## src/sv/mosaic_pixelate_filter_defines.svh

```systemverilog
`ifndef MOSAIC_PIXELATE_FILTER_DEFINES_SVH
`define MOSAIC_PIXELATE_FILTER_DEFINES_SVH

// Same-cycle and next-cycle implication checks on clk, quiet during rst.
`ifndef SYNTHESIS
`define MPF_ASSERT_SAME(lbl, pre, post) \
  lbl: assert property (@(posedge clk) disable iff (rst) (pre) |-> (post)) \
    else $error("mosaic filter check failed");
`define MPF_ASSERT_NEXT(lbl, pre, post) \
  lbl: assert property (@(posedge clk) disable iff (rst) (pre) |=> (post)) \
    else $error("mosaic filter check failed");
`else
`define MPF_ASSERT_SAME(lbl, pre, post)
`define MPF_ASSERT_NEXT(lbl, pre, post)
`endif

`endif

```

## src/sv/mpf_pkg.sv

```systemverilog
`timescale 1ns / 1ps
package mpf_pkg;

  localparam int COLOR_W = 32;
  localparam int CHUNK_W = 8;
  localparam int CFG_W = 11;
  localparam int ROW_W = 10;
  localparam int MAX_HEIGHT = 1024;
  localparam int REG_IDX_W = 2;

  localparam int DEF_MAX_WIDTH = 1024;
  localparam int DEF_CHUNK_MAX = 255;

  localparam logic [CFG_W-1:0] RST_FRAME_WIDTH = 11'd640;
  localparam logic [CFG_W-1:0] RST_FRAME_HEIGHT = 11'd480;
  localparam logic [CHUNK_W-1:0] RST_START_CHUNK = 8'd8;
  localparam logic [CHUNK_W-1:0] CHUNK_STEP = 8'd2;

  localparam logic [REG_IDX_W-1:0] REG_FRAME_WIDTH = 2'd0;
  localparam logic [REG_IDX_W-1:0] REG_FRAME_HEIGHT = 2'd1;
  localparam logic [REG_IDX_W-1:0] REG_START_CHUNK = 2'd2;
  localparam logic [REG_IDX_W-1:0] REG_GROW_OUT = 2'd3;

  localparam logic [1:0] SEL_HOLD = 2'd0;
  localparam logic [1:0] SEL_PIXEL = 2'd1;
  localparam logic [1:0] SEL_STORE = 2'd2;

  typedef struct packed {
    logic first_col;
    logic first_row;
    logic last;
    logic [CHUNK_W-1:0] chunk;
  } pix_ctl_t;

  function automatic logic [CHUNK_W-1:0] clamp_chunk(input logic [CHUNK_W-1:0] v,
                                                     input logic [CHUNK_W-1:0] hi);
    return (v == '0) ? CHUNK_W'(1) : ((v > hi) ? hi : v);
  endfunction

endpackage

```

## src/sv/mpf_seq.sv

```systemverilog
`timescale 1ns / 1ps
module mpf_seq #(
  parameter int MAX_WIDTH = mpf_pkg::DEF_MAX_WIDTH,
  parameter int CHUNK_MAX = mpf_pkg::DEF_CHUNK_MAX,
  localparam int CW = $clog2(MAX_WIDTH)
) (
  input  logic                            clk,
  input  logic                            rst,
  input  logic                            cfg_we,
  input  logic [mpf_pkg::REG_IDX_W-1:0]   cfg_index,
  input  logic [mpf_pkg::CFG_W-1:0]       cfg_data,
  input  logic                            adv,
  output mpf_pkg::pix_ctl_t               ctl,
  output logic [CW-1:0]                   slot
);

  localparam logic [mpf_pkg::CHUNK_W-1:0] CMAX = mpf_pkg::CHUNK_W'(CHUNK_MAX);

  logic [mpf_pkg::CFG_W-1:0]   frame_width;
  logic [mpf_pkg::CFG_W-1:0]   frame_height;
  logic [mpf_pkg::CHUNK_W-1:0] start_chunk;
  logic                        grow_out;

  logic [CW-1:0]                column_count, column_count_next;
  logic [mpf_pkg::ROW_W-1:0]    row_count, row_count_next;
  logic [mpf_pkg::CHUNK_W-1:0]  column_in_block, column_in_block_next;
  logic [mpf_pkg::CHUNK_W-1:0]  row_in_block, row_in_block_next;
  logic [CW-1:0]                block_column, block_column_next;
  logic [mpf_pkg::CHUNK_W-1:0]  current_chunk, current_chunk_next;

  logic [CW:0]                  w, col_inc;
  logic [mpf_pkg::ROW_W:0]      h, row_inc;
  logic [mpf_pkg::CHUNK_W:0]    cib_inc, rib_inc, grow_sum;
  logic                         line_end, frame_end, blk_end;

  always_comb begin
    if (frame_width == '0) begin
      w = (CW+1)'(1);
    end else if (32'(frame_width) > 32'(MAX_WIDTH)) begin
      w = (CW+1)'(MAX_WIDTH);
    end else begin
      w = (CW+1)'(frame_width);
    end
    if (frame_height == '0) begin
      h = (mpf_pkg::ROW_W+1)'(1);
    end else if (32'(frame_height) > 32'(mpf_pkg::MAX_HEIGHT)) begin
      h = (mpf_pkg::ROW_W+1)'(mpf_pkg::MAX_HEIGHT);
    end else begin
      h = (mpf_pkg::ROW_W+1)'(frame_height);
    end
  end

  assign col_inc = {1'b0, column_count} + (CW+1)'(1);
  assign row_inc = {1'b0, row_count} + (mpf_pkg::ROW_W+1)'(1);
  assign cib_inc = {1'b0, column_in_block} + 9'd1;
  assign rib_inc = {1'b0, row_in_block} + 9'd1;
  assign grow_sum = {1'b0, current_chunk} + {1'b0, mpf_pkg::CHUNK_STEP};

  assign line_end = col_inc >= w;
  assign frame_end = line_end && (row_inc >= h);
  assign blk_end = cib_inc >= {1'b0, current_chunk};

  always_comb begin
    column_count_next = line_end ? '0 : col_inc[CW-1:0];
    column_in_block_next = (line_end || blk_end) ? '0 : cib_inc[mpf_pkg::CHUNK_W-1:0];
    if (line_end) begin
      block_column_next = '0;
    end else if (blk_end) begin
      block_column_next = block_column + CW'(1);
    end else begin
      block_column_next = block_column;
    end
    if (frame_end) begin
      row_count_next = '0;
      row_in_block_next = '0;
    end else if (line_end) begin
      row_count_next = row_inc[mpf_pkg::ROW_W-1:0];
      row_in_block_next = (rib_inc >= {1'b0, current_chunk}) ? '0
                          : rib_inc[mpf_pkg::CHUNK_W-1:0];
    end else begin
      row_count_next = row_count;
      row_in_block_next = row_in_block;
    end
    if (!frame_end) begin
      current_chunk_next = current_chunk;
    end else if (grow_out) begin
      current_chunk_next = (grow_sum > {1'b0, CMAX}) ? CMAX
                           : grow_sum[mpf_pkg::CHUNK_W-1:0];
    end else begin
      current_chunk_next = (current_chunk <= mpf_pkg::CHUNK_STEP) ? 8'd1
                           : current_chunk - mpf_pkg::CHUNK_STEP;
    end
  end

  always_ff @(posedge clk) begin
    if (rst) begin
      frame_width <= mpf_pkg::RST_FRAME_WIDTH;
      frame_height <= mpf_pkg::RST_FRAME_HEIGHT;
      start_chunk <= mpf_pkg::RST_START_CHUNK;
      grow_out <= 1'b0;
      column_count <= '0;
      row_count <= '0;
      column_in_block <= '0;
      row_in_block <= '0;
      block_column <= '0;
      current_chunk <= mpf_pkg::clamp_chunk(mpf_pkg::RST_START_CHUNK, CMAX);
    end else if (cfg_we) begin
      unique case (cfg_index)
        mpf_pkg::REG_FRAME_WIDTH: frame_width <= cfg_data;
        mpf_pkg::REG_FRAME_HEIGHT: frame_height <= cfg_data;
        mpf_pkg::REG_START_CHUNK: start_chunk <= cfg_data[mpf_pkg::CHUNK_W-1:0];
        mpf_pkg::REG_GROW_OUT: grow_out <= cfg_data[0];
        default: ;
      endcase
      if (cfg_index != mpf_pkg::REG_GROW_OUT) begin
        column_count <= '0;
        row_count <= '0;
        column_in_block <= '0;
        row_in_block <= '0;
        block_column <= '0;
        current_chunk <= mpf_pkg::clamp_chunk(
            (cfg_index == mpf_pkg::REG_START_CHUNK) ? cfg_data[mpf_pkg::CHUNK_W-1:0]
                                                    : start_chunk, CMAX);
      end
    end else if (adv) begin
      column_count <= column_count_next;
      row_count <= row_count_next;
      column_in_block <= column_in_block_next;
      row_in_block <= row_in_block_next;
      block_column <= block_column_next;
      current_chunk <= current_chunk_next;
    end
  end

  assign ctl.first_col = column_in_block == '0;
  assign ctl.first_row = row_in_block == '0;
  assign ctl.last = frame_end;
  assign ctl.chunk = current_chunk;
  assign slot = block_column;

endmodule

```

## config.mk

```make
export PLATFORM = sky130hd
export DESIGN_NAME = mpf_seq
export DESIGN_NICKNAME = d
export VERILOG_FILES = /design/src/sv/mosaic_pixelate_filter_defines.svh /design/src/sv/mpf_pkg.sv /design/src/sv/mpf_seq.sv
export SDC_FILE = /design/constraint.sdc
export NUM_CORES = 1
export LEC_CHECK = 0
export BUFFER_PORTS_ARGS = -buffer_cell sky130_fd_sc_hd__buf_2
export CELL_PAD_IN_SITES_DETAIL_PLACEMENT = 0
export CELL_PAD_IN_SITES_GLOBAL_PLACEMENT = 1
export CORE_MARGIN = 1
export CORE_UTILIZATION = 41
export CTS_CLUSTER_DIAMETER = 200
export DETAILED_ROUTE_END_ITERATION = 7
export PLACE_DENSITY = 0.75
export SYNTH_ARGS = -nofsm -noshare
export SYNTH_HDL_FRONTEND = slang
export SYNTH_SLANG_ARGS = --single-unit
```

## constraint.sdc

```tcl
create_clock -name clk -period 3.56 [get_ports clk]
set_input_delay 0.89 -clock clk [delete_from_list [all_inputs] [get_ports clk]]
set_output_delay 0.89 -clock clk [all_outputs]
set_load 0.02 [all_outputs]
```

# --- After elaboration in Yosys (flattened, before gate mapping) ---
# Index checks and enable logic that the tools add are counted.
classes:
  add_sub_neg: 7
  magnitude_cmp: 9
  n_eq_ne: 5
  muxes: 35
  n_reduce_logical: 19
ops:
  columns: ["cell", "count"]
  rows:
  - ["2-to-1 mux 8 bit", 19]
  - ["2-to-1 mux 10 bit", 12]
  - ["2-to-1 mux 11 bit", 4]
  - ["zero test 8 bit", 3]
  - ["adder 10 x 1 -> 11 bit (second input constant)", 2]
  - ["greater-or-equal comparator 11 bit", 2]
  - ["> comparator 11 bit (second input constant)", 2]
  - ["zero test 11 bit", 2]
  - ["adder 8 x 1 -> 9 bit (second input constant)", 2]
  - ["greater-or-equal comparator 9 x 8 -> 1 bit", 2]
  - ["adder 10 x 1 -> 10 bit (second input constant)", 1]
  - ["adder 8 x 2 -> 9 bit (second input constant)", 1]
  - ["> comparator 9 x 8 -> 1 bit (second input constant)", 1]
  - ["AND reduction 3 bit", 3]
  - ["> comparator 8 bit (second input constant)", 1]
  - ["<= comparator 8 x 2 -> 1 bit (second input constant)", 1]
  - ["AND reduction 2 bit", 4]
  - ["subtractor 8 x 2 -> 8 bit (second input constant)", 1]
  - ["nonzero test 3 bit", 2]
  - ["equality test 2 bit (second input constant)", 2]
  - ["nonzero test 2 bit", 2]
  - ["equality test 2 x 1 -> 1 bit (second input constant)", 1]
  - ["zero test 2 bit", 1]
  - ["inequality test 2 x 1 -> 1 bit (second input constant)", 1]
  - ["other kinds (3)", 3]
totals:
  register_bits: 85
  input_bits: 17
  output_inout_bits: 21
  wordCells: 85

# --- Logic depth before layout (Yosys ltp) ---
logic_depth:
  word_depth: 8
  ltp_mapped: 14
  depth_no_buf: 13

# --- Least setup slack after synthesis ---
# OpenSTA, ideal clock, no wires.
synth_path:
  path_type: "reg2out"
  from: "register column_count[0]"
  to: "output port ctl[8] in the netlist's numbering"
  arrival_ns: 2.666
  t_required_ns: 2.670
  setup_slack_ns: 0.004
  stages_incl_launch_ff: 14
  n_path_buf: 2
  path_cell_list: "dfxtp_1 -> ha_1 -> nand3_1 -> nor2_1 -> and3_1 -> and3_1 -> ha_1 -> a21oi_1 -> nor4b_1 -> o311a_1 -> or2_1 -> buf_2 -> nor2_1 -> buf_4"
synth_via:
  elab_chain_cells: 3
synth_rtl:
  columns: ["element", "line", "text"]
  rows:
  - ["start: declaration", "mpf_seq.sv:24", "logic [CW-1:0] column_count, column_count_next;"]
  - ["start signal: assignment", "mpf_seq.sv:126", "column_count <= column_count_next;"]
  - ["adder 10 x 1 -> 11 bit", "mpf_seq.sv:53", "assign col_inc = {1'b0, column_count} + (CW+1)'(1);"]
  - ["greater-or-equal comparator 11 bit", "mpf_seq.sv:59", "assign line_end = col_inc >= w;"]
  - ["logical AND 1 bit", "mpf_seq.sv:60", "assign frame_end = line_end && (row_inc >= h);"]
  - ["end: declaration", "mpf_seq.sv:13", "output mpf_pkg::pix_ctl_t ctl,"]
# No other way between the ends.

==> run metrics <==
status=complete, no violations; Worst Setup Slack, final=79.07 ps; io pins=38; final setup vio count=0; WL final=14.60 mm; Seq cells post-synth=85; Async SR Flop Fraction=0%; top cells by count, synth=135 x nand2_1, 85 x dfxtp_1, 48 x ha_1, 48 x nor2_1; placed cells=900; RD Place Congestion=0.8597; minimum clock period=3481 ps; detailed-placement wirelength estimate=10.68 mm; yosys warns=0; Filler Cell Count=1256; crit-path cells=buf_6 > nand3_4 > nor2_4 > and3_4 > nand3_2 > xnor2_2 > ha_1 > o211ai_1 > and2_2 > a41o_4 > nor2_4 > buf_6; Initial Util=42.74%; Hold Startpoint=start_chunk[0]; Reg2Reg Launch Point=column_in_block[0]; WHS Endpoint=start_chunk[0]; initial antenna violation count=0; CP startpoint kind=register; Top delay family on crit path=simple AND/OR/NAND/NOR gates; Peak VDD IR=0.2560 mV; HP Class=register to register; Static Leak=2.622 nW; CTS tree=yes; DP Area=0.005899 mm2; Mapped Cells=699; arrival time at the worst endpoint=2590 ps; RR Endpoint=slot[9]; Via density=5.492; largest net degree at the start of global routing=45; drt wl/cell=15.78 um; Reg clk slew, reported paths=60 ps; CTS Sinks=85; CORE AREA=0.01288 mm2; vias in the first global route=4770; PortBufs=37; setup tns final=0 ps; # rows=41; drt first pass iters=5; Hold Crit Depth=2; register area share after synthesis=30.92%; CTS Buf Count=9; Slew HR=61.54%; Post-Route Hold Slack=460.1 ps; Syn Area/Cell=7.872 um2; H-tree lvl count=3; Crit path required time=2670 ps; Root Driver=clkbuf_16; post-synthesis cell type count=67; cell taking the most area after synthesis=dfxtp_1; fin crit share=97.78%; synth-to-layout area growth=18.87%; max-cap violations=0; # DRC=0; Vias=5080; endpoint class of the critical path=output port; main flop type after synthesis=dfxtp_1; overall routing resource usage=21.36%; NumNets Final=813; slowest CP cell=dfxtp_2; Tot Pwr=2.346 mW; grt total ovfl=0; antenna diode count=0; Tightest Pin Transition=576.9 ps; critical path peak fanout=4; Slew Limit Fails=0; share of post-route cells with drive strength above 1=18.73%; die area=0.01389 mm2; Max Root-Sink Buffers=2; final hold viol count=0; Synth area leaders=dfxtp_1 31%, ha_1 11%, nand2_1 9.2%; EDFF count, synth=0; clk_skew=4.495 ps; Highest Clock Rate=287.3 MHz; r2r setup slk=520 ps; Final Instance Area=0.006541 mm2; latest clock arrival within the worst-skew pair=340 ps; crit path kind=register to output port; Mapped Nets=764; Final Non-Filler Cells=925; Yosys top cell area share=30.92%; die width=117.9 um; number of DRC markers in iteration 0=384; mapped cell area=0.005503 mm2; crit-path max cell delay=360 ps; Buf+Inv Stages, Crit Path=2; antenna viol nets, final=0; global-route wire length before repair=23.89 mm; top-count cell post-synth=nand2_1; Die Ht=117.9 um; Finished Core Util=50.80%; pre-CTS setup slack=92.20 ps; Worst R2R Path Depth=11; P per Cell Area=358.7 mW/mm2
==> registers in the layout (all words and copies together) (netlist names) <==
name             count
row_in_block         8
current_chunk        8
row_count           10
column_count        10
start_chunk          8
frame_width         11
slot                10
column_in_block      8
grow_out             1
frame_height        11
==> final cells by class <==
cell class / instances / area [um2] / share of cell area, %
well taps: 172 / 215.2 / 3.290
flip-flops and latches: 85 / 1724 / 26.36
multi-input cells: 565 / 3785 / 57.86
clock inverters: 5 / 85.08 / 1.301
repair buffers: 68 / 427.9 / 6.542
inverters: 19 / 71.32 / 1.090
clock buffers: 11 / 232.7 / 3.558
==> metal layers <==
metal  wire (um)  track usage (%)
met2        6962            35.26
met4         113            4.487
met5           0                0
met1        6875            28.47
met3         646            4.554
==> cells in the final DEF, fill, tap and decap left out, drive strengths merged, types with 3 or more instances in the layout <==
| master | synthesis | routed |
|---|---|---|
| nor2 | 49 | 49 |
| mux2i | 7 | 7 |
| nand2 | 135 | 135 |
| or2 | 5 | 5 |
| and2 | 3 | 3 |
| clkbuf | 16 | 11 |
| nand4 | 12 | 12 |
| a211oi | 11 | 11 |
| and3 | 15 | 15 |
| xor2 | 20 | 20 |
| o21ai | 35 | 35 |
| a21oi | 44 | 44 |
| nand3b | 8 | 8 |
| ha | 48 | 48 |
| nor4 | 13 | 13 |
| o31ai | 7 | 7 |
| nand2b | 6 | 6 |
| a311oi | 3 | 3 |
| o211ai | 3 | 3 |
| dfxtp | 85 | 85 |
| a211o | 3 | 3 |
| a32o | 3 | 3 |
| a31oi | 9 | 9 |
| a22o | 5 | 5 |
| nor3 | 14 | 14 |
| o21a | 7 | 7 |
| or3 | 6 | 6 |
| xnor2 | 22 | 22 |
| nor2b | 6 | 6 |
| a21o | 3 | 3 |
| clkinv | 2 | 4 |
| inv | 17 | 17 |
| nand3 | 41 | 41 |
| buf | 13 | 68 |
==> worst max path at each step <==
stage | start | end | slack [ps] | cells after the start
after detailed placement | row_count[1] | ctl[8] | 90 | 10
final | row_count[0] | ctl[8] | 80 | 12
after global placement | row_count[1] | ctl[8] | 150 | 10
after CTS | row_count[1] | ctl[8] | 2 | 10
after global routing | column_count[0] | ctl[8] | -30 | 12
after floorplan | column_count[0] | ctl[8] | 4 | 13
==> cell families after synthesis <==
family / synth area share (%)
and+or+nand+nor: 27.74
adders and majority gates: 11.10
xor gates and xnor gates: 6.685
DFF: 30.92
buffers and inverters: 4.366
muxes: 1.478
AOI/OAI and AO/OA: 17.71
==> where the power goes <==
| group | internal [mW] | switching, mW | total, mW |
|---|---|---|---|
| combinational | 0.122 | 0.197 | 0.319 |
| clock | 0.618 | 0.401 | 1.02 |
| sequential | 0.973 | 0.0357 | 1.01 |
| total | 1.71 | 0.633 | 2.35 |
==> what timing repair did <==
item | 4_1_cts | 5_1_grt
endpoints found under the setup margin | 1 | 1
pin swaps | 7 | 18
setup buffers | 4 | 5
resized for setup | 32 | 29
hold buffers | 0 | 0
==> worst register-to-register path, stage by stage, from the launching register on <==
cell and delay, ps:
dfxtp_1 410, ha_1 260, nand3_1 170, xnor2_1 190, ha_1 320, nand4_1 110, o21ai_0 200, a21oi_1 90
o21ai_2 490, nand4_1 200, or3_1 370, a31oi_1 170
(Power assumes the default switching activity.)
